### config.mk
export PLATFORM = sky130hd
export DESIGN_NAME = ppi_div
export DESIGN_NICKNAME = d
export VERILOG_FILES = /design/src/hdl/ppi_div.sv
export SDC_FILE = /design/constraint.sdc
export NUM_CORES = 1
export LEC_CHECK = 0
export ABC_AREA = 1
export BUFFER_PORTS_ARGS = -buffer_cell sky130_fd_sc_hd__buf_2
export CAP_MARGIN = 20
export CORE_ASPECT_RATIO = 0.75
export CORE_MARGIN = 4
export CORE_UTILIZATION = 64
export CTS_BUF_LIST = sky130_fd_sc_hd__clkbuf_16
export DETAILED_ROUTE_END_ITERATION = 7
export PLACE_DENSITY = 0.92
export SYNTH_ARGS = -nofsm -noshare
export SYNTH_HDL_FRONTEND = slang
export SYNTH_SLANG_ARGS = --single-unit
### constraint.sdc
create_clock -name clk -period 5.3 [get_ports clk]
set_clock_uncertainty 0.2 [all_clocks]
set_input_delay 0.795 -clock clk [delete_from_list [all_inputs] [get_ports clk]]
set_output_delay 0.795 -clock clk [all_outputs]
set_load 0.005 [all_outputs]
### src/hdl/ppi_div.sv
// ----------------------------------------------------------------------------
// ppi_div
// Restoring divider for the weight: quotient of (num << W) / den, num < den.
// ----------------------------------------------------------------------------
module ppi_div #(
	parameter int W = 16
) (
	input  logic          clk,
	input  logic          arst_n,
	input  logic          start,
	input  logic [32:0]   num,
	input  logic [32:0]   den,
	output logic          done,
	output logic [W-1:0]  quo
);
	localparam int CW = $clog2(W + 1);

	logic [33:0]   rem_q;
	logic [32:0]   den_q;
	logic [W-1:0]  quo_q;
	logic [CW-1:0] cnt_q;
	logic          busy_q;
	logic          done_q;
	logic [33:0]   rem_sh;

	assign rem_sh = {rem_q[32:0], 1'b0};

	always_ff @(posedge clk or negedge arst_n) begin
		if (!arst_n) begin
			busy_q <= 1'b0;
			done_q <= 1'b0;
			cnt_q  <= '0;
		end else begin
			done_q <= 1'b0;
			if (start) begin
				busy_q <= 1'b1;
				cnt_q  <= CW'(W);
			end else if (busy_q) begin
				cnt_q <= cnt_q - 1'b1;
				if (cnt_q == CW'(1)) begin
					busy_q <= 1'b0;
					done_q <= 1'b1;
				end
			end
		end
	end

	always_ff @(posedge clk) begin
		if (start) begin
			rem_q <= {1'b0, num};
			den_q <= den;
		end else if (busy_q) begin
			// shift in one quotient bit
			if (rem_sh >= {1'b0, den_q}) begin
				rem_q <= rem_sh - {1'b0, den_q};
				quo_q <= {quo_q[W-2:0], 1'b1};
			end else begin
				rem_q <= rem_sh;
				quo_q <= {quo_q[W-2:0], 1'b0};
			end
		end
	end

	assign done = done_q;
	assign quo  = quo_q;
endmodule

==> flow_summary.json <==
{
  "status": "complete, no violations",
  "period_share_pct": 64.0,
  "ys_ff_latch": 89,
  "antenna_left": 0,
  "avgRoutedWirePerCell_um": 16.4,
  "fin_util_pct": 74.8,
  "end_kind": "register",
  "drtIter0Drc": 555,
  "post_layout_nonfiller_instances": 1114,
  "setup_viol": 0,
  "ctsResizeCount": 0,
  "synth_area_leaders": "edfxtp_1 (38%), nand2_1 (20%), inv_1 (10%)",
  "cts_buffer_depth": 2,
  "grt_first_pass_wirelength_um": 29400,
  "hp-class": "in -> async",
  "cp.required_ps": 5320,
  "clk_pin_slew_ps": 80,
  "hold_buffers": 0,
  "p_leak_nw": 3.98,
  "core-area_mm2": 0.00977,
  "syn_area_mm2": 0.00649,
  "cts_htree_levels": 3,
  "r2r_start": "rem_q[31]",
  "final_cell_mix": "nand2_1 (344), inv_1 (173), buf_2 (85)",
  "fp-row-count": 31,
  "synth_ff_type": "edfxtp_1",
  "p_per_area_mw_per_mm2": 557,
  "postSynth.asyncResetShare_pct": 7.87,
  "fin_crit_ps": 3390,
  "clk_latency_ps": 350,
  "syn_avg_cell_area_um2": 7.26,
  "die_y_um": 95.2,
  "syn_nets": 999,
  "cts_tree": "yes",
  "drc": 0,
  "clock-root-buffer": "clkbuf_16",
  "path_max_fanout": 34,
  "n_antenna_cell": 0,
  "grt-ovfl-total": 0,
  "fin_area_mm2": 0.00731,
  "worst_setup_path_start_kind": "register",
  "ir_worst_vdd_mv": 0.244,
  "port_buffers": 85,
  "rsz0062_at_grt": "false",
  "die_area_mm2": 0.0118,
  "hold_violations": 0,
  "dp_slack_ps": 1970,
  "synth.top_cell.area_share_pct": 37.9,
  "numCtsBuffers": 9,
  "grt_pass1_vias": 5713,
  "die_w_um": 124,
  "routed_wl_um": 18300,
  "placed_cell_area_mm2": 0.00701,
  "worstSetupPathType": "reg -> reg",
  "timing.fmax_ghz": 0.295,
  "synth_edf_count": 82,
  "fin_ws_ps": 1910,
  "fillers": 741,
  "grt_max_degree": 70,
  "synthToLayoutAreaGrowth_pct": 12.6,
  "power.total_mw": 4.07,
  "dpl.hpwl_um": 14100,
  "ys_seq_area_share_pct": 40.6,
  "netlist-cell-type-count": 34,
  "start_util_pct": 66.4,
  "ios": 86,
  "grtUsageTotal_pct": 31.7,
  "viasPerCell": 5.39,
  "drt_first_pass_iters": 6,
  "dp_cells": 1098,
  "vias": 6007,
  "fin_setup_tns_ps": 0,
  "synthCells": 894,
  "crit_start": "rem_q[31]",
  "postCtsSetupRepairBufs": 0,
  "maxSlewHeadroom_pct": 35.9,
  "critPathArrivalTime_ps": 3410,
  "yosys.area.top_type": "edfxtp_1",
  "mostFrequentLayoutCell": "nand2_1",
  "drive_gt1_share_pct": 13.0,
  "maxCapViolations": 0,
  "whs_ps": 60.6,
  "gp_congestion": 0.988,
  "worstMarginPinSlew_ps": 959,
  "final_nets": 1082,
  "ys_warn_count": 0,
  "cts_num_sinks": 89,
  "slew_viol_final": 0,
  "antenna_found_initial": 0
}
-- cell type report --
class / instances / area [µm²] / area share [%]
timing repair buffer: 89 / 455 / 6.23
inverter: 176 / 661 / 9.03
tap: 132 / 165 / 2.26
clock buffer: 9 / 225 / 3.08
clock inverter: 7 / 81.3 / 1.11
sequential: 89 / 2640 / 36.1
multi-input combinational: 612 / 3090 / 42.2
-- critical path: stages, from the launching register on --
cell      delay, ps
edfxtp_1        420
ha_1            360
inv_1            80
or2_1           250
nor2_1           80
a21oi_1         190
nand2_1         110
nor2_4          740
nand2_4         450
nand2_1         190
nand3_1          90
nand2_1          80
-- path summary, 6_finish.rpt --
check / to / slack, ps / cells after the start
worst max-delay path: rem_q[23] / 1910 / 11
worst min-delay path: done / 60 / 1
worst max register to register: rem_q[23] / 1910 / 11
worst min register to register: quo[6] / 250 / 0
max in group asynchronous: cnt_q[2] / 4680 / 1
min in group clk: quo[6] / 250 / 0
-- Yosys cell counts, types with 4 or more instances --
library cell and count:
clkbuf_1 6, o21bai_1 6, nand3b_1 26, nor3_1 5, inv_1 173, ha_1 35, nand2_1 344, buf_2 4
and2_1 6, nor2_1 40, dfrtp_1 7, nand3_1 74, nand2_2 7, xnor2_1 14, nor2_2 5, o21ai_0 7
nand4_1 8, edfxtp_1 82, buf_6 5, a21oi_1 21
-- sequential cells by signal, indices dropped and copies added, names as in the netlist --
signal / count
cnt_q: 5
den_q: 33
busy_q: 1
done: 1
rem_q: 33
quo: 16
-- per-layer routing --
layer  routed length (µm)  GRT usage (%)  vias up
met5                    0              0        -
met4                  303           7.94        0
met3                 1980           8.29       26
met2                 7770           48.1      302
met1                 8260           45.7     2723
li1                     -              -     2956
-- logic make-up after synthesis --
| logic type | share of synthesized area, % |
|---|---|
| DFF | 40.6 |
| and+or+nand+nor | 35.5 |
| buffers and inverters | 11.8 |
| adders and majority gates | 7.05 |
| AOI/OAI and AO/OA | 2.95 |
| xor gates and xnor gates | 2.02 |
-- power by group --
part           leakage, nW  internal [mW]  switching, mW
Clock                0.150          0.336          0.316
Sequential           0.918          0.989         0.0973
Combinational         2.91          0.790           1.55
No activity file was read; power rests on OpenSTA's default activity.
