## config.mk

```make
export PLATFORM = sky130hd
export DESIGN_NAME = ppi_lerp
export DESIGN_NICKNAME = d
export VERILOG_FILES = /design/src/hdl/ppi_lerp.sv
export SDC_FILE = /design/constraint.sdc
export NUM_CORES = 2
export LEC_CHECK = 0
export BUFFER_PORTS_ARGS = -buffer_cell sky130_fd_sc_hd__buf_2
export CORE_UTILIZATION = 45
export CTS_BUF_LIST = sky130_fd_sc_hd__clkbuf_2
export CTS_CLUSTER_SIZE = 30
export DETAILED_ROUTE_END_ITERATION = 7
export PLACE_DENSITY_LB_ADDON = 0.12
export SLEW_MARGIN = 10
export SYNTH_ARGS = -nofsm -noshare
export SYNTH_HDL_FRONTEND = slang
export SYNTH_SLANG_ARGS = --single-unit
```

## constraint.sdc

```tcl
create_clock -name clk -period 7 [get_ports clk]
set_clock_uncertainty 0.1 [all_clocks]
set_input_delay 0.7 -clock clk [delete_from_list [all_inputs] [get_ports clk]]
set_output_delay 0.7 -clock clk [all_outputs]
set_load 0.1 [all_outputs]
```

## src/hdl/ppi_lerp.sv

```systemverilog
// ----------------------------------------------------------------------------
// ppi_lerp
// Shared interpolation unit: a + floor(d * w / 2^W), multiply then add.
// ----------------------------------------------------------------------------
module ppi_lerp #(
	parameter int W = 16
) (
	input  logic               clk,
	input  logic               arst_n,
	input  logic               start,
	input  logic signed [33:0] a_in,
	input  logic signed [33:0] d_in,
	input  logic [W:0]         w_in,
	output logic               done,
	output logic signed [33:0] res
);
	localparam int PW = W + 36;

	logic signed [33:0]   a_q;
	logic signed [33:0]   d_q;
	logic [W:0]           w_q;
	logic signed [PW-1:0] prod_q;
	logic signed [33:0]   res_q;
	logic                 mul_q;
	logic                 add_q;
	logic                 done_q;

	always_ff @(posedge clk or negedge arst_n) begin
		if (!arst_n) begin
			mul_q  <= 1'b0;
			add_q  <= 1'b0;
			done_q <= 1'b0;
		end else begin
			mul_q  <= start;
			add_q  <= mul_q;
			done_q <= add_q;
		end
	end

	always_ff @(posedge clk) begin
		if (start) begin
			a_q <= a_in;
			d_q <= d_in;
			w_q <= w_in;
		end
		if (mul_q)
			prod_q <= PW'(d_q * $signed({1'b0, w_q}));
		// arithmetic shift gives the floor
		if (add_q)
			res_q <= a_q + 34'(prod_q >>> W);
	end

	assign done = done_q;
	assign res  = res_q;
endmodule

```

==> impl_metrics.env <==
export IMPL_vias=17762
export IMPL_finalSetupViolations=0
export IMPL_antenna_left=0
export IMPL_fin_setup_tns_ns=0
export IMPL_overflow=0
export IMPL_r2r_start="w_q[5]"
export IMPL_drt_iter0_drc=984
export IMPL_fin_nets=3577
export IMPL_cts_tree="built"
export IMPL_synth_cell_type_count=61
export IMPL_core_sq_mm=0.0563
export IMPL_clk_pin_slew_ns=0.32
export IMPL_grt_util_all_layers_pct=24.5
export IMPL_rsz0062_at_grt="false"
export IMPL_drcViolationCount=0
export IMPL_fin_crit_ns=6.76
export IMPL_async_flop_share_pct=1.92
export IMPL_hold_viol=0
export IMPL_synth_fp_nets=3307
export IMPL_place_congestion=0.869
export IMPL_post_route_period_util_pct=96.5
export IMPL_num_fill_cells=5113
export IMPL_max_stage_delay_ns=0.56
export IMPL_place_area_sq_mm=0.0282
export IMPL_via_per_inst=4.97
export IMPL_dp_hpwl_microns=52800
export IMPL_ctsHtreeMaxLevel=4
export IMPL_drive_above_1_share_pct=11.0
export IMPL_wire_per_inst_microns=18.5
export IMPL_critPathLaunchType="register"
export IMPL_crit_path_end_kind="register"
export IMPL_dr_max_layer_used="met4"
export IMPL_grt_pass1_wl_microns=107000
export IMPL_min_from="w_in[0]"
export IMPL_antenna_found_initial=3
export IMPL_yosys_warnings=0
export IMPL_cp_common_cell="fa_1"
export IMPL_drt_wl_total_microns=66200
export IMPL_worstMarginPinSlew_ns=0.828
export IMPL_synth_avg_cell_area_sq_um=10.1
export IMPL_drv_slew=0
export IMPL_clock_sinks=156
export IMPL_grt_pass1_vias=19881
export IMPL_final_util_pct=52.2
export IMPL_cp_cell_sequence="buf_12, buf_4, and2_1, fa_1, inv_1, fa_1, fa_1, inv_1, fa_1, fa_1, fa_1, ha_1, nand4_1, nor2_1, a211oi_1, buf_4, a21oi_2, o31ai_2, buf_4, o311a_1, o31a_1, o21bai_1, xor2_1"
export IMPL_cp_required_ns=7.82
export IMPL_hp_class="in -> reg"
export IMPL_path_max_fanout=22
export IMPL_num_rows=87
export IMPL_dieArea_sq_mm=0.0578
export IMPL_setup_worst_path_start="w_q[5]"
export IMPL_drtPass1Iterations=7
export IMPL_clockBufferDepth=2
export IMPL_regArea_sq_mm=0.00467
export IMPL_synth_edf_count=153
export IMPL_timing_slew_headroom_pct=44.8
export IMPL_wl_met3_microns=3140
export IMPL_outcome="completed"
export IMPL_finish_instance_area_sq_mm=0.0294
export IMPL_syn_to_final_growth_pct=14.7
export IMPL_ys_dominant_reg_cell="edfxtp_1"
export IMPL_ys_seq_area_share_pct=18.2
export IMPL_die_x_microns=241
export IMPL_drv_cap=0
export IMPL_wl_met2_microns=31700
export IMPL_max_freq_ghz=0.148
export IMPL_path_class="reg -> reg"
export IMPL_cts_root_buffer="clkbuf_2"
export IMPL_start_util_pct=45.5
export IMPL_clk_latency_ns=1.11
export IMPL_multi_input_comb_area_sq_mm=0.0182
export IMPL_worst_endpoint_arrival_ns=7.58
export IMPL_critical_path_slowest_cell="fa_1"
export IMPL_grt_max_degree=55
export IMPL_netlist_instances=2534
export IMPL_numPortBuffers=122
export IMPL_wirelength_met1_microns=30200
export IMPL_die_h_microns=241
export IMPL_syn_cell_area_sq_mm=0.0256
export IMPL_synth_seq_cells=156
export IMPL_num_io_pins=123
export IMPL_cts_buffers=17
==> cell usage in the layout, fill, tap and decap left out, types with 4 or more instances in the layout <==
| cell | count |
|---|---|
| o21bai_1 | 6 |
| a31oi_1 | 4 |
| dlygate4sd3_1 | 88 |
| fa_1 | 538 |
| xor2_1 | 24 |
| nor2b_1 | 6 |
| buf_2 | 121 |
| or3_1 | 4 |
| diode_2 | 4 |
| or2_2 | 4 |
| nor2_1 | 26 |
| nand4_1 | 12 |
| buf_4 | 106 |
| o21a_1 | 9 |
| nor3_1 | 6 |
| a21oi_1 | 57 |
| inv_1 | 634 |
| o21ai_0 | 25 |
| nand3_1 | 14 |
| a211oi_1 | 5 |
| and2_1 | 335 |
| and3_1 | 11 |
| buf_12 | 30 |
| edfxtp_1 | 153 |
| nand2b_1 | 12 |
| inv_6 | 5 |
| ha_1 | 147 |
| nand2_1 | 271 |
| clkbuf_2 | 17 |
| a21o_1 | 28 |
| xnor2_1 | 49 |
==> metrics by stage <==
stage | setup slack, ns | std cells | hold WS, ns
finish | 0.242 | 3576 | 0.207
global route | 0.00389 | 3575 | 0.106
CTS | 0.0646 | 3570 | 0.0685
detailed placement | 0.00819 | 3451 | 0.398
global placement | 0.0231 | 3451 | 0.396
floorplan | 0.736 | 2534 | 0.304
==> flip-flops by register name, indices dropped and copies added (netlist names) <==
signal	count
w_q	17
add_q	1
done	1
mul_q	1
prod_q	34
res	34
d_q	34
a_q	34
==> cell usage after synthesis, types with 3 or more instances <==
cell type,instances,area [sq um]
a211oi_1,5,37.5
a21boi_0,3,22.5
a21o_1,28,210
a21oi_1,59,295
a22o_1,3,26.3
a31oi_1,4,25.0
and2_1,335,2100
and3_1,11,68.8
clkbuf_1,92,345
dfrtp_1,3,75.1
edfxtp_1,153,4590
fa_1,538,10800
ha_1,147,1840
inv_1,634,2380
nand2_1,271,1020
nand2b_1,12,75.1
nand3_1,14,70.1
nand4_1,12,75.1
nor2_1,26,97.6
nor2b_1,7,43.8
nor3_1,6,30.0
o21a_1,9,67.6
o21ai_0,26,130
o21ai_1,3,15.0
o21bai_1,6,45.0
o31a_1,3,26.3
o31ai_1,3,22.5
or2_2,4,25.0
or3_1,4,25.0
xnor2_1,49,429
xor2_1,24,210
==> layer usage <==
layer  global-route usage, %  vias to the layer above
met4                    6.06                        0
met1                    33.6                     9147
met5                       0                        -
li1                        -                     8085
met2                    41.2                      440
met3                    3.28                       90
==> cells by family (layout without fill, tap and decap cells) <==
family | after synthesis | count (layout) | share of synthesized area (%)
buf+inv | 728 | 1010 | 10.7
fa+ha+maj | 685 | 685 | 49.3
simple gates | 708 | 708 | 14.4
other cells | 0 | 4 | 0
xor+xnor | 73 | 73 | 2.50
flops | 156 | 156 | 18.2
compound gates | 184 | 184 | 4.95
==> critical path: cells and delay by family (launching register included) <==
family | cells | cell delay, ns
AO/OA/AOI/OAI | 6 | 1.36
XOR/XNOR | 1 | 0.18
adder cells (fa/ha/maj) | 7 | 3.30
buffers and inverters | 6 | 0.81
flip-flops | 1 | 0.48
AND/OR/NAND/NOR | 3 | 0.40
==> final cells by class <==
type | instances | share of cell area (%)
well taps | 756 | 3.22
repair buffers | 345 | 9.82
clock buffers | 17 | 0.290
multi-input cells | 1650 | 62.1
clock inverters | 14 | 0.537
flip-flops and latches | 156 | 15.9
diodes | 4 | 0.0341
inverters | 634 | 8.10
==> path summary, 6_finish.rpt <==
kind                              end  slack (ns)  cells past startpoint
setup / recovery           prod_q[33]        0.24                     23
hold / removal                 w_q[0]        0.21                      2
setup reg to reg           prod_q[33]        0.24                     23
hold reg to reg                res[0]        0.50                      1
max in group asynchronous       add_q        6.31                      3
min in group asynchronous        done        0.36                      3
==> timing repair <==
| item | in CTS | in global routing |
|---|---|---|
| resized for setup | 2 | 7 |
| pin swaps | 0 | 2 |
| setup endpoints to repair | 4 | 12 |
| setup buffers | 0 | 2 |
| hold buffers | 88 | 0 |
| endpoints found under the hold margin | 110 | 0 |
Power is left out: the tool's default activity adds up to more than one toggle a clock period on the data nets, which glitch-free logic cannot reach.
