**src/hdl/ppi_ram.sv**
```systemverilog
// ----------------------------------------------------------------------------
// ppi_ram
// Simple dual-port RAM, one write and one registered read port.
// ----------------------------------------------------------------------------
module ppi_ram #(
	parameter int WIDTH = 8,
	parameter int DEPTH = 16
) (
	input  logic                     clk,
	input  logic                     we,
	input  logic [$clog2(DEPTH)-1:0] waddr,
	input  logic [WIDTH-1:0]         wdata,
	input  logic [$clog2(DEPTH)-1:0] raddr,
	output logic [WIDTH-1:0]         rdata
);
	logic [WIDTH-1:0] mem [DEPTH];

	always_ff @(posedge clk) begin
		if (we)
			mem[waddr] <= wdata;
		rdata <= mem[raddr];
	end
endmodule

```
**config.mk**
```make
export PLATFORM = sky130hd
export DESIGN_NAME = ppi_ram
export DESIGN_NICKNAME = d
export VERILOG_FILES = /design/src/hdl/ppi_ram.sv
export SDC_FILE = /design/constraint.sdc
export NUM_CORES = 1
export LEC_CHECK = 0
export CORE_MARGIN = 5
export CORE_UTILIZATION = 47
export CTS_BUF_LIST = sky130_fd_sc_hd__clkbuf_8
export DETAILED_ROUTE_END_ITERATION = 8
export DONT_BUFFER_PORTS = 1
export GPL_ROUTABILITY_DRIVEN = 1
export PLACE_DENSITY = 0.72
export SLEW_MARGIN = 20
export SYNTH_ARGS = -nofsm -noshare
export SYNTH_HDL_FRONTEND = slang
export SYNTH_SLANG_ARGS = --single-unit
```
**constraint.sdc**
```tcl
create_clock -name clk -period 2.3 [get_ports clk]
set_input_delay 0 -clock clk [delete_from_list [all_inputs] [get_ports clk]]
set_output_delay 0 -clock clk [all_outputs]
set_load 0.05 [all_outputs]
```
==> run_summary.xml, run 1 <==
<?xml version="1.0" encoding="UTF-8"?>
<metrics>
  <group name="die">
    <metric name="num_rows" unit="">38</metric>
    <metric name="floorplan.die.width" unit="um">115</metric>
    <metric name="initial_core_util" unit="%">47.7</metric>
    <metric name="core_region_area" unit="mm^2">0.0108</metric>
    <metric name="floorplan.die_area" unit="mm^2">0.0131</metric>
    <metric name="die-height" unit="um">115</metric>
    <metric name="io_pins" unit="">26</metric>
  </group>
  <group name="finish">
    <metric name="layout-drive-gt1-share" unit="%">22.3</metric>
    <metric name="insertedDiodeCount" unit="">0</metric>
    <metric name="postLayoutCellArea" unit="mm^2">0.00593</metric>
    <metric name="final_nets" unit="">283</metric>
    <metric name="final_cell_mix" unit="">sky130_fd_sc_hd__edfxtp_1, sky130_fd_sc_hd__clkbuf_8, sky130_fd_sc_hd__mux4_2, sky130_fd_sc_hd__a22oi_1, sky130_fd_sc_hd__dlygate4sd3_1</metric>
    <metric name="syn2layout_area_growth" unit="%">15.2</metric>
    <metric name="most_frequent_standard_cell_in_the_layout_excluding_fill_and_tap_cells" unit="">sky130_fd_sc_hd__edfxtp_1</metric>
  </group>
  <group name="sta">
    <metric name="setup_repair_after_global_routing_missed_its_margin" unit="">false</metric>
    <metric name="timing_hold_violations_final" unit="">0</metric>
    <metric name="setup_viol" unit="">0</metric>
    <metric name="final_period_minus_worst_setup_slack" unit="ps">1760</metric>
    <metric name="final.setup.tns" unit="ps">0</metric>
    <metric name="timing.fmax" unit="MHz">568</metric>
    <metric name="max_slew.worst_pin.slew" unit="ps">877</metric>
    <metric name="layout_worst_path_cycle_share" unit="%">76.5</metric>
    <metric name="fin_worst_skew" unit="ps">15.3</metric>
    <metric name="worst_slew_margin_rel" unit="%">41.3</metric>
    <metric name="report.final.slew_viol_count" unit="">0</metric>
  </group>
  <group name="clocking">
    <metric name="post-cts-setup-buffer-count" unit="">0</metric>
    <metric name="numClockSinks" unit="">136</metric>
    <metric name="clk-insertion-delay-late" unit="ps">420</metric>
    <metric name="clock_input_transition_at_the_sequential_cells_of_the_worst_setup_and_hold_paths" unit="ps">80</metric>
    <metric name="cts_root_buf" unit="">sky130_fd_sc_hd__clkbuf_8</metric>
    <metric name="ctsHtreeMaxLevel" unit="">4</metric>
    <metric name="cts_tree" unit="">built</metric>
    <metric name="cts-root-to-sink-buffers" unit="">2</metric>
    <metric name="postCtsResizedCells" unit="">0</metric>
    <metric name="cts-buffers-inserted" unit="">17</metric>
    <metric name="count_of_hold_buffers_inserted_by_post_cts_repair" unit="">16</metric>
  </group>
  <group name="global_routing">
    <metric name="number_of_antenna_violations_at_the_first_check_in_global_routing" unit="">1</metric>
    <metric name="grt_pass1_vias" unit="">2408</metric>
    <metric name="grt_max_degree" unit="">33</metric>
    <metric name="wire_length_of_the_first_global_routing_pass" unit="mm">14.8</metric>
    <metric name="grt_util_all_layers" unit="%">16.1</metric>
    <metric name="grt.overflow.total" unit="">0</metric>
  </group>
  <group name="setup_path">
    <metric name="r2r_start" unit="">mem[9][1]$_DFFE_PP_</metric>
    <metric name="worst-endpoint-required" unit="ps">2600</metric>
    <metric name="r2r_setup_slack" unit="ps">540</metric>
    <metric name="reg2regPathDepth" unit="">4</metric>
    <metric name="critical_path.startpoint_type" unit="">flip-flop</metric>
    <metric name="worst-path-max-fanout" unit="">1</metric>
    <metric name="crit-reg2reg-capture" unit="">rdata[1]$_DFF_P_</metric>
    <metric name="cp.arrival" unit="ps">2060</metric>
    <metric name="end_kind" unit="">flip-flop</metric>
    <metric name="worstSetupPathType" unit="">flip-flop to flip-flop</metric>
    <metric name="worstSetupStartpoint" unit="">mem[9][1]$_DFFE_PP_</metric>
    <metric name="worstSetupEndpoint" unit="">rdata[1]$_DFF_P_</metric>
  </group>
  <group name="place">
    <metric name="dp_hpwl" unit="mm">5.59</metric>
    <metric name="placement.cell_area" unit="mm^2">0.00531</metric>
    <metric name="portBuffers" unit="">0</metric>
    <metric name="place.gp.congestion" unit="">0.723</metric>
  </group>
  <group name="drt">
    <metric name="drt-initial-drc-count" unit="">231</metric>
    <metric name="route.final.wire_length" unit="mm">9.64</metric>
    <metric name="drc" unit="">0</metric>
    <metric name="avgRoutedWirePerCell" unit="um">23.1</metric>
    <metric name="detailroute.via_count" unit="">2405</metric>
    <metric name="antenna_violating_nets_post_route" unit="">0</metric>
    <metric name="firstDrtPassIters" unit="">4</metric>
    <metric name="detail_route.vias_per_cell" unit="">5.75</metric>
  </group>
  <group name="yosys">
    <metric name="ys.warnings.count" unit="">0</metric>
    <metric name="synth_top_cells_by_area" unit="">sky130_fd_sc_hd__edfxtp_1, sky130_fd_sc_hd__mux4_2, sky130_fd_sc_hd__mux4_1</metric>
    <metric name="synthesis.instances" unit="">229</metric>
    <metric name="synth_largest_type_area_fraction" unit="%">74.7</metric>
    <metric name="post_synthesis_cell_area" unit="mm^2">0.00515</metric>
    <metric name="flip_flop_and_latch_count_after_synthesis" unit="">136</metric>
    <metric name="netlist-cell-type-count" unit="">19</metric>
    <metric name="syn_nets" unit="">247</metric>
    <metric name="synthDominantAreaCellType" unit="">sky130_fd_sc_hd__edfxtp_1</metric>
    <metric name="synth-seq-area-share" unit="%">77.8</metric>
    <metric name="syn_avg_cell_area" unit="um^2">22.5</metric>
  </group>
  <group name="pwr">
    <metric name="leakage" unit="uW">0.00194</metric>
    <metric name="max-vdd-ir-drop" unit="V">0.000494</metric>
    <metric name="power_density" unit="mW/mm^2">859</metric>
  </group>
  <group name="status">
    <metric name="outcome" unit="">completed</metric>
  </group>
  <group name="flow_run">
    <metric name="max-cap-violations" unit="">0</metric>
  </group>
  <group name="min_path">
    <metric name="worst_hold_path_class" unit="">primary input to flip-flop</metric>
  </group>
</metrics>
[cell families (layout without fill, tap and decap cells)]
group / Yosys count / count (layout) / synth area share, %
AO/OA/AOI/OAI: 16 / 16 / 2.33
flip-flops: 136 / 136 / 77.8
buffers and inverters: 10 / 59 / 1.68
multiplexers: 32 / 32 / 15.0
AND/OR/NAND/NOR: 35 / 35 / 3.18
[critical path, stage by stage (launching register included)]
cell	delay [ps]
sky130_fd_sc_hd__edfxtp_1	360
sky130_fd_sc_hd__mux4_1	490
sky130_fd_sc_hd__dlygate4sd3_1	560
sky130_fd_sc_hd__a22oi_1	180
sky130_fd_sc_hd__nand2_1	60
[where the power goes]
part | total [uW] | leakage, uW | internal [uW] | switching (uW)
clock network | 2020 | 0.000208 | 1150 | 863
registers | 2840 | 0.00122 | 2770 | 76.2
logic | 230 | 0.000508 | 104 | 125
total | 5090 | 0.00194 | 4030 | 1060
[metal layers]
layer / wire length, um / global-route usage [%]
met2: 4860 / 25.1
met3: 662 / 5.55
met1: 4000 / 21.7
met4: 104 / 4.91
met5: 11 / 0
[state kept, by name (all words and copies together), names as in the netlist]
register  cells
mem         128
rdata         8
[synthesized netlist by cell type]
| master | count |
|---|---|
| sky130_fd_sc_hd__buf_6 | 3 |
| sky130_fd_sc_hd__nor3_1 | 4 |
| sky130_fd_sc_hd__a22oi_1 | 16 |
| sky130_fd_sc_hd__buf_2 | 3 |
| sky130_fd_sc_hd__nand3b_1 | 2 |
| sky130_fd_sc_hd__nor2_1 | 13 |
| sky130_fd_sc_hd__buf_4 | 1 |
| sky130_fd_sc_hd__edfxtp_1 | 128 |
| sky130_fd_sc_hd__mux4_1 | 14 |
| sky130_fd_sc_hd__mux4_2 | 18 |
| sky130_fd_sc_hd__clkdlybuf4s25_2 | 3 |
| sky130_fd_sc_hd__nand2b_1 | 2 |
| sky130_fd_sc_hd__dfxtp_1 | 8 |
| sky130_fd_sc_hd__and2_1 | 1 |
| sky130_fd_sc_hd__and2b_1 | 1 |
| sky130_fd_sc_hd__nand2_1 | 9 |
| sky130_fd_sc_hd__nor2b_1 | 1 |
| sky130_fd_sc_hd__nand3_1 | 1 |
| sky130_fd_sc_hd__or3b_2 | 1 |
[worst min-delay path by stage]
| stage | startpoint | endpoint | slack (ps) | depth (start not counted) |
|---|---|---|---|---|
| 3_5_place_dp | wdata[0] | mem[5][0]$_DFFE_PP_ | 100 | 0 |
| 6_report | raddr[3] | rdata[3]$_DFF_P_ | 20 | 3 |
| 3_3_place_gp | wdata[0] | mem[4][0]$_DFFE_PP_ | 100 | 0 |
| 2_1_floorplan | wdata[0] | mem[0][0]$_DFFE_PP_ | 100 | 0 |
| 4_1_cts | raddr[3] | rdata[3]$_DFF_P_ | 0.9 | 3 |
| 5_1_grt | raddr[0] | rdata[3]$_DFF_P_ | 9 | 3 |
[layout make-up]
| class | count | area [um^2] |
|---|---|---|
| multi-input combinational | 83 | 1060 |
| timing repair buffer | 27 | 265 |
| tap | 140 | 175 |
| clock buffer | 20 | 275 |
| fill | 790 | 4860 |
| sequential | 136 | 4000 |
| clock inverter | 12 | 151 |
[per-stage QoR]
stage                     instances  setup slack [ps]  power (uW)  hold WS, ps  utilization [%]
after global placement          369               801        3040         99.6             49.2
after floorplan                 229               807        3030         98.9                -
after detailed placement        369               770        3050         99.5             49.2
after CTS                       417               528        5120        0.928             54.8
final                           418               540        5090         23.5             54.9
after global routing            418               458        5280         8.94             54.9
Note: power is estimated with default switching activity, not from simulation.
==> run 2: changes to the inputs <==
--- a/config.mk
+++ b/config.mk
@@ -11,7 +11,7 @@
 export DETAILED_ROUTE_END_ITERATION = 8
 export DONT_BUFFER_PORTS = 1
 export GPL_ROUTABILITY_DRIVEN = 1
-export PLACE_DENSITY = 0.72
+export PLACE_DENSITY = 0.74
 export SLEW_MARGIN = 20
 export SYNTH_ARGS = -nofsm -noshare
 export SYNTH_HDL_FRONTEND = slang
==> constraint.sdc (replaced) <==
create_clock -name clk -period 1.6 [get_ports clk]
set_input_delay 0 -clock clk [delete_from_list [all_inputs] [get_ports clk]]
set_output_delay 0 -clock clk [all_outputs]
set_load 0.05 [all_outputs]
==> run 2 against run 1 <==
Net effect:
- the run now ends with hold timing left
- die area stayed put
- first-iteration DRC count grew 0.87%
- non-clock buffer count rose by 2
- core utilization is 0.13 points higher
- cell area grew 0.23%
- final cell count increased by 0.48%
- largest cell class unchanged
- via count decreased by 3.2%
- global-route usage shrank 0.65 points
- clock-buffer cell count unchanged
- worst hold slack worse by 78 ps
- critical endpoint is now mem[0][6]$_DFFE_PP_
- clock skew is 4.3 ps lower
==> run_summary.xml, run 2 (synthesis gave the netlist of run 1 again) <==
<?xml version="1.0" encoding="UTF-8"?>
<metrics>
  <group name="place">
    <metric name="portBuffers" unit="">0</metric>
    <metric name="dp_hpwl" unit="mm">5.82</metric>
    <metric name="place.gp.congestion" unit="">0.731</metric>
  </group>
  <group name="setup_path">
    <metric name="r2r_start" unit="">mem[1][1]$_DFFE_PP_</metric>
    <metric name="r2r_setup_slack" unit="ps">240</metric>
    <metric name="critical_path.startpoint_type" unit="">primary input</metric>
    <metric name="worst-endpoint-required" unit="ps">1710</metric>
    <metric name="crit-reg2reg-capture" unit="">rdata[1]$_DFF_P_</metric>
    <metric name="worstSetupStartpoint" unit="">waddr[0]</metric>
    <metric name="worst-path-max-fanout" unit="">8</metric>
    <metric name="worstSetupPathType" unit="">primary input to flip-flop</metric>
    <metric name="reg2regPathDepth" unit="">3</metric>
    <metric name="cp.arrival" unit="ps">1500</metric>
    <metric name="end_kind" unit="">flip-flop</metric>
    <metric name="worstSetupEndpoint" unit="">mem[0][6]$_DFFE_PP_</metric>
  </group>
  <group name="clocking">
    <metric name="numClockSinks" unit="">136</metric>
    <metric name="clk-insertion-delay-late" unit="ps">410</metric>
    <metric name="cts_root_buf" unit="">sky130_fd_sc_hd__clkbuf_8</metric>
    <metric name="cts-buffers-inserted" unit="">17</metric>
    <metric name="clock_input_transition_at_the_sequential_cells_of_the_worst_setup_and_hold_paths" unit="ps">70</metric>
    <metric name="ctsHtreeMaxLevel" unit="">4</metric>
    <metric name="cts-root-to-sink-buffers" unit="">2</metric>
    <metric name="count_of_hold_buffers_inserted_by_post_cts_repair" unit="">12</metric>
    <metric name="cts_tree" unit="">built</metric>
    <metric name="post-cts-setup-buffer-count" unit="">0</metric>
    <metric name="postCtsResizedCells" unit="">0</metric>
  </group>
  <group name="sta">
    <metric name="timing_hold_violations_final" unit="">7</metric>
    <metric name="worst_slew_margin_rel" unit="%">61.3</metric>
    <metric name="worst_hold_slack" unit="ps">-54.7</metric>
    <metric name="setup_viol" unit="">0</metric>
    <metric name="max_slew.worst_pin.slew" unit="ps">579</metric>
    <metric name="final.setup.tns" unit="ps">0</metric>
    <metric name="fin_worst_skew" unit="ps">11.0</metric>
    <metric name="timing.fmax" unit="MHz">721</metric>
    <metric name="report.final.slew_viol_count" unit="">0</metric>
    <metric name="layout_worst_path_cycle_share" unit="%">86.6</metric>
    <metric name="final_period_minus_worst_setup_slack" unit="ps">1390</metric>
    <metric name="setup_repair_after_global_routing_missed_its_margin" unit="">false</metric>
  </group>
  <group name="die">
    <metric name="floorplan.die_area" unit="mm^2">0.0131</metric>
    <metric name="io_pins" unit="">26</metric>
    <metric name="initial_core_util" unit="%">47.7</metric>
    <metric name="die-height" unit="um">115</metric>
    <metric name="num_rows" unit="">38</metric>
    <metric name="floorplan.die.width" unit="um">115</metric>
    <metric name="core_region_area" unit="mm^2">0.0108</metric>
  </group>
  <group name="drt">
    <metric name="route.final.wire_length" unit="mm">9.25</metric>
    <metric name="detailroute.via_count" unit="">2327</metric>
    <metric name="drc" unit="">0</metric>
    <metric name="antenna_violating_nets_post_route" unit="">0</metric>
    <metric name="detail_route.vias_per_cell" unit="">5.54</metric>
    <metric name="avgRoutedWirePerCell" unit="um">22.0</metric>
    <metric name="drt-initial-drc-count" unit="">233</metric>
    <metric name="firstDrtPassIters" unit="">4</metric>
  </group>
  <group name="global_routing">
    <metric name="grt_max_degree" unit="">33</metric>
    <metric name="wire_length_of_the_first_global_routing_pass" unit="mm">14.5</metric>
    <metric name="number_of_antenna_violations_at_the_first_check_in_global_routing" unit="">2</metric>
    <metric name="grt.overflow.total" unit="">0</metric>
    <metric name="grt_util_all_layers" unit="%">15.5</metric>
    <metric name="grt_pass1_vias" unit="">2432</metric>
  </group>
  <group name="finish">
    <metric name="largest_register_ff_count" unit="">128</metric>
    <metric name="top_regs" unit="">mem x128, rdata x8</metric>
    <metric name="most_frequent_standard_cell_in_the_layout_excluding_fill_and_tap_cells" unit="">sky130_fd_sc_hd__edfxtp_1</metric>
    <metric name="syn2layout_area_growth" unit="%">15.4</metric>
    <metric name="layout-drive-gt1-share" unit="%">23.9</metric>
    <metric name="layout.filler_cells" unit="">792</metric>
    <metric name="final_cell_mix" unit="">sky130_fd_sc_hd__edfxtp_1, sky130_fd_sc_hd__clkbuf_8, sky130_fd_sc_hd__mux4_2, sky130_fd_sc_hd__buf_4, sky130_fd_sc_hd__a22oi_1</metric>
    <metric name="registers.top_by_ff_count" unit="">mem</metric>
    <metric name="final_nets" unit="">285</metric>
    <metric name="insertedDiodeCount" unit="">0</metric>
  </group>
  <group name="flow_run">
    <metric name="max-cap-violations" unit="">0</metric>
  </group>
  <group name="min_path">
    <metric name="worst_hold_startpoint" unit="">raddr[0]</metric>
    <metric name="worst_hold_path_class" unit="">primary input to flip-flop</metric>
  </group>
  <group name="pwr">
    <metric name="leakage" unit="uW">0.00196</metric>
    <metric name="power_density" unit="mW/mm^2">1250</metric>
    <metric name="max-vdd-ir-drop" unit="V">0.000566</metric>
    <metric name="total_power" unit="uW">7440</metric>
  </group>
  <group name="status">
    <metric name="outcome" unit="">complete, but fails checks</metric>
    <metric name="violated_checks" unit="">hold timing</metric>
  </group>
</metrics>
[run 2: cell count changes in the layout (fill, tap and decap cells not counted), sizes merged]
| cell | before | now |
|---|---|---|
| clkinvlp | 4 | 3 |
| dlygate4sd3 | 15 | 11 |
| inv | 1 | 2 |
| buf | 12 | 18 |
| bufinv | 3 | 4 |
| clkinv | 4 | 3 |
[run 2: how the worst min path moves through the flow]
stage	slack (ps)	to	cells past startpoint
after floorplan	100	mem[0][0]$_DFFE_PP_	0
after global placement	100	mem[6][3]$_DFFE_PP_	0
after detailed placement	100	mem[5][3]$_DFFE_PP_	0
after CTS	-90	rdata[1]$_DFF_P_	3
after global routing	-90	rdata[3]$_DFF_P_	3
final	-50	rdata[1]$_DFF_P_	3
[run 2: stage by stage]
| stage | instance area (um^2) | std cells | setup slack (ps) | util (%) |
|---|---|---|---|---|
| 2_1_floorplan | 5150 | 229 | 107 | - |
| 3_5_place_dp | 5360 | 376 | 258 | 49.7 |
| 6_report | 5940 | 420 | 214 | 55.1 |
| 4_1_cts | 5940 | 420 | 232 | 55.1 |
| 3_3_place_gp | 5360 | 376 | 275 | 49.7 |
| 5_1_grt | 5940 | 420 | 146 | 55.1 |
[run 2: area by class of cell]
cell class                      count  area, um^2  share of cell area, %
Clock buffer                       20         275                   4.63
Multi-Input combinational cell     83        1060                   17.8
Clock inverter                     12         173                   2.91
Timing Repair Buffer               29         258                   4.34
Sequential cell                   136        4000                   67.4
Tap cell                          140         175                   2.95
[run 2: critical path: stages]
cell	delay [ps]
sky130_fd_sc_hd__dlygate4sd3_1	590
sky130_fd_sc_hd__nor3_1	160
sky130_fd_sc_hd__dlygate4sd3_1	560
sky130_fd_sc_hd__buf_4	180
[run 2: per-layer routing]
layer / vias to the layer above / track usage (%) / routed length, um
li1: 1049 / - / -
met1: 1192 / 20.4 / 3820
met2: 76 / 24.7 / 4750
met3: 6 / 5.07 / 605
met4: 4 / 4.75 / 47
met5: - / 0 / 27
[run 2: report_power, final]
part,switching [uW],internal (uW)
Clock,1230,1820
Combinational,153,143
Sequential,110,3980
==> run 3: changes to the inputs <==
--- a/config.mk
+++ b/config.mk
@@ -6,12 +6,13 @@
 export NUM_CORES = 1
 export LEC_CHECK = 0
 export CORE_MARGIN = 5
-export CORE_UTILIZATION = 47
+export CORE_UTILIZATION = 45
 export CTS_BUF_LIST = sky130_fd_sc_hd__clkbuf_8
 export DETAILED_ROUTE_END_ITERATION = 8
 export DONT_BUFFER_PORTS = 1
 export GPL_ROUTABILITY_DRIVEN = 1
-export PLACE_DENSITY = 0.74
+export PLACE_DENSITY = 0.7
+export RECOVER_POWER = 100
 export SLEW_MARGIN = 20
 export SYNTH_ARGS = -nofsm -noshare
 export SYNTH_HDL_FRONTEND = slang
==> constraint.sdc (replaced) <==
create_clock -name clk -period 1.5 [get_ports clk]
set_input_delay 0 -clock clk [delete_from_list [all_inputs] [get_ports clk]]
set_output_delay 0 -clock clk [all_outputs]
set_load 0.05 [all_outputs]
==> run 3 against run 2 <==
Net effect:
- largest cell class unchanged
- register-to-register slack worse by 130 ps
- total power is 7.2% higher
- the flow still finishes with violations (hold timing)
- cell area fell by 0.65%
- flip-flop and latch count is the same
- combinational power is 7.1% higher
- die area increased by 4.1%
- first-iteration DRC count shrank 6.4%
- clock skew down 2.6 ps
- worst hold slack lost 5.9 ps
- non-clock buffer count is 1 higher
- final cell count is 0.95% higher
==> run_summary.xml, run 3 (synthesis gave the netlist of run 1 again) <==
<?xml version="1.0" encoding="UTF-8"?>
<metrics>
  <group name="finish">
    <metric name="final_cell_mix" unit="">sky130_fd_sc_hd__edfxtp_1, sky130_fd_sc_hd__clkbuf_8, sky130_fd_sc_hd__mux4_2, sky130_fd_sc_hd__a22oi_1, sky130_fd_sc_hd__clkbuf_1</metric>
    <metric name="layout.core_utilization" unit="%">52.1</metric>
    <metric name="registers.top_by_ff_count" unit="">mem</metric>
    <metric name="final_nets" unit="">286</metric>
    <metric name="insertedDiodeCount" unit="">0</metric>
    <metric name="most_frequent_standard_cell_in_the_layout_excluding_fill_and_tap_cells" unit="">sky130_fd_sc_hd__edfxtp_1</metric>
    <metric name="register_area" unit="mm^2">0.00400</metric>
    <metric name="layout.filler_cells" unit="">891</metric>
    <metric name="layout-drive-gt1-share" unit="%">19.6</metric>
    <metric name="top_regs" unit="">mem x128, rdata x8</metric>
    <metric name="multi_input_comb_area" unit="mm^2">0.00106</metric>
    <metric name="syn2layout_area_growth" unit="%">14.7</metric>
    <metric name="largest_register_ff_count" unit="">128</metric>
    <metric name="final_cell_count_no_fill" unit="">424</metric>
  </group>
  <group name="drt">
    <metric name="firstDrtPassIters" unit="">5</metric>
    <metric name="drt-initial-drc-count" unit="">218</metric>
    <metric name="avgRoutedWirePerCell" unit="um">22.5</metric>
    <metric name="antenna_violating_nets_post_route" unit="">0</metric>
    <metric name="route.final.wire_length" unit="mm">9.53</metric>
    <metric name="detailroute.via_count" unit="">2380</metric>
    <metric name="detail_route.vias_per_cell" unit="">5.61</metric>
    <metric name="drc" unit="">0</metric>
  </group>
  <group name="pwr">
    <metric name="leakage" unit="uW">0.00191</metric>
    <metric name="power_density" unit="mW/mm^2">1350</metric>
    <metric name="total_power" unit="uW">7980</metric>
    <metric name="max-vdd-ir-drop" unit="V">0.000617</metric>
  </group>
  <group name="clocking">
    <metric name="cts_root_buf" unit="">sky130_fd_sc_hd__clkbuf_8</metric>
    <metric name="postCtsResizedCells" unit="">0</metric>
    <metric name="numClockSinks" unit="">136</metric>
    <metric name="post-cts-setup-buffer-count" unit="">0</metric>
    <metric name="count_of_hold_buffers_inserted_by_post_cts_repair" unit="">12</metric>
    <metric name="clock_input_transition_at_the_sequential_cells_of_the_worst_setup_and_hold_paths" unit="ps">80</metric>
    <metric name="ctsHtreeMaxLevel" unit="">4</metric>
    <metric name="cts_tree" unit="">built</metric>
    <metric name="clk-insertion-delay-late" unit="ps">430</metric>
    <metric name="cts-root-to-sink-buffers" unit="">2</metric>
    <metric name="cts-buffers-inserted" unit="">17</metric>
  </group>
  <group name="global_routing">
    <metric name="grt_pass1_vias" unit="">2565</metric>
    <metric name="grt_max_degree" unit="">33</metric>
    <metric name="wire_length_of_the_first_global_routing_pass" unit="mm">15.1</metric>
    <metric name="grt.overflow.total" unit="">0</metric>
    <metric name="number_of_antenna_violations_at_the_first_check_in_global_routing" unit="">1</metric>
    <metric name="busiest_layer" unit="">met2</metric>
    <metric name="grt_util_all_layers" unit="%">15.8</metric>
    <metric name="grtUsageMet2" unit="%">22.8</metric>
    <metric name="globalRouteMet1Util" unit="%">21.3</metric>
    <metric name="gr_util_met3" unit="%">5.35</metric>
  </group>
  <group name="place">
    <metric name="portBuffers" unit="">0</metric>
    <metric name="place_inst" unit="">380</metric>
    <metric name="dp_hpwl" unit="mm">5.82</metric>
    <metric name="place.gp.congestion" unit="">0.725</metric>
  </group>
  <group name="sta">
    <metric name="timing.fmax" unit="MHz">704</metric>
    <metric name="layout_worst_path_cycle_share" unit="%">94.7</metric>
    <metric name="setup_viol" unit="">0</metric>
    <metric name="setup_repair_after_global_routing_missed_its_margin" unit="">false</metric>
    <metric name="timing_hold_violations_final" unit="">8</metric>
    <metric name="worst_hold_slack" unit="ps">-60.5</metric>
    <metric name="report.final.slew_viol_count" unit="">0</metric>
    <metric name="final.setup.tns" unit="ps">0</metric>
    <metric name="worst_slew_margin_rel" unit="%">59.0</metric>
    <metric name="final_period_minus_worst_setup_slack" unit="ps">1420</metric>
    <metric name="max_slew.worst_pin.slew" unit="ps">614</metric>
    <metric name="fin_worst_skew" unit="ps">8.40</metric>
  </group>
  <group name="die">
    <metric name="num_rows" unit="">39</metric>
    <metric name="core_region_area" unit="mm^2">0.0113</metric>
    <metric name="floorplan.die_area" unit="mm^2">0.0137</metric>
    <metric name="floorplan.die.width" unit="um">117</metric>
    <metric name="initial_core_util" unit="%">45.5</metric>
    <metric name="io_pins" unit="">26</metric>
    <metric name="die-height" unit="um">117</metric>
  </group>
  <group name="setup_path">
    <metric name="worst-path-max-fanout" unit="">8</metric>
    <metric name="worstSetupPathType" unit="">primary input to flip-flop</metric>
    <metric name="slowest_delay" unit="ps">610</metric>
    <metric name="cp.arrival" unit="ps">1550</metric>
    <metric name="end_kind" unit="">flip-flop</metric>
    <metric name="critical_path.startpoint_type" unit="">primary input</metric>
    <metric name="worst-endpoint-required" unit="ps">1630</metric>
    <metric name="worstPathCellList" unit="">dlygate4sd3_1, nor3_1, dlygate4sd3_1, buf_4</metric>
    <metric name="crit_path_frequent_cell" unit="">sky130_fd_sc_hd__dlygate4sd3_1</metric>
    <metric name="crit_path_top_delay_cell" unit="">sky130_fd_sc_hd__dlygate4sd3_1</metric>
  </group>
  <group name="status">
    <metric name="violated_checks" unit="">hold timing</metric>
    <metric name="outcome" unit="">complete, but fails checks</metric>
  </group>
  <group name="flow_run">
    <metric name="max-cap-violations" unit="">0</metric>
  </group>
  <group name="min_path">
    <metric name="worst_hold_path_class" unit="">primary input to flip-flop</metric>
  </group>
</metrics>
[run 3: cell types whose count changed in the layout (fill, tap and decap cells not counted)]
cell and change:
sky130_fd_sc_hd__buf_4 -14, sky130_fd_sc_hd__clkbuf_1 +15, sky130_fd_sc_hd__clkbuf_8 -1, sky130_fd_sc_hd__clkinv_1 -1, sky130_fd_sc_hd__clkinv_4 +3, sky130_fd_sc_hd__clkinvlp_4 -1
sky130_fd_sc_hd__inv_1 -1, sky130_fd_sc_hd__inv_6 +1
[run 3: through the flow]
stage	setup slack, ps	hold WS, ps	instance area [um^2]
floorplan	7.13	98.9	5150
global placement	176	99.8	5380
global route	46.4	-77.3	5900
CTS	125	-104	5960
finish	80.2	-60.5	5900
detailed placement	128	99.9	5380
[run 3: final timing paths]
kind | from | endpoint | slack, ps | cells after the start
worst max-delay path | waddr[0] | mem[4][2]$_DFFE_PP_ | 80 | 4
worst min-delay path | raddr[0] | rdata[3]$_DFF_P_ | -60 | 3
worst max register to register | mem[9][4]$_DFFE_PP_ | rdata[4]$_DFF_P_ | 110 | 3
worst min register to register | mem[15][3]$_DFFE_PP_ | rdata[3]$_DFF_P_ | 680 | 3
[run 3: area by class of cell]
class	instances	share of cell area, %
repair buffers	30	3.54
clock buffers	19	4.43
multi-input cells	83	17.9
clock inverters	13	3.26
flip-flops and latches	136	67.8
well taps	143	3.03
[run 3: critical path: cells and delay by family]
kind | cells | cell delay, ps
buffers and inverters | 3 | 1360
AND/OR/NAND/NOR | 1 | 180
[run 3: power by group]
part	internal, uW	switching, uW
registers	4240	117
clock network	1920	1380
logic	149	168
[run 3: per-layer routing]
layer  wire length, um  share of wire [%]  up-vias
met5                13               0.14        -
met2              4550                 48       88
met1              4130                 43     1223
li1                  -                  -     1053
met4               153                1.6        2
met3               687                7.2       14
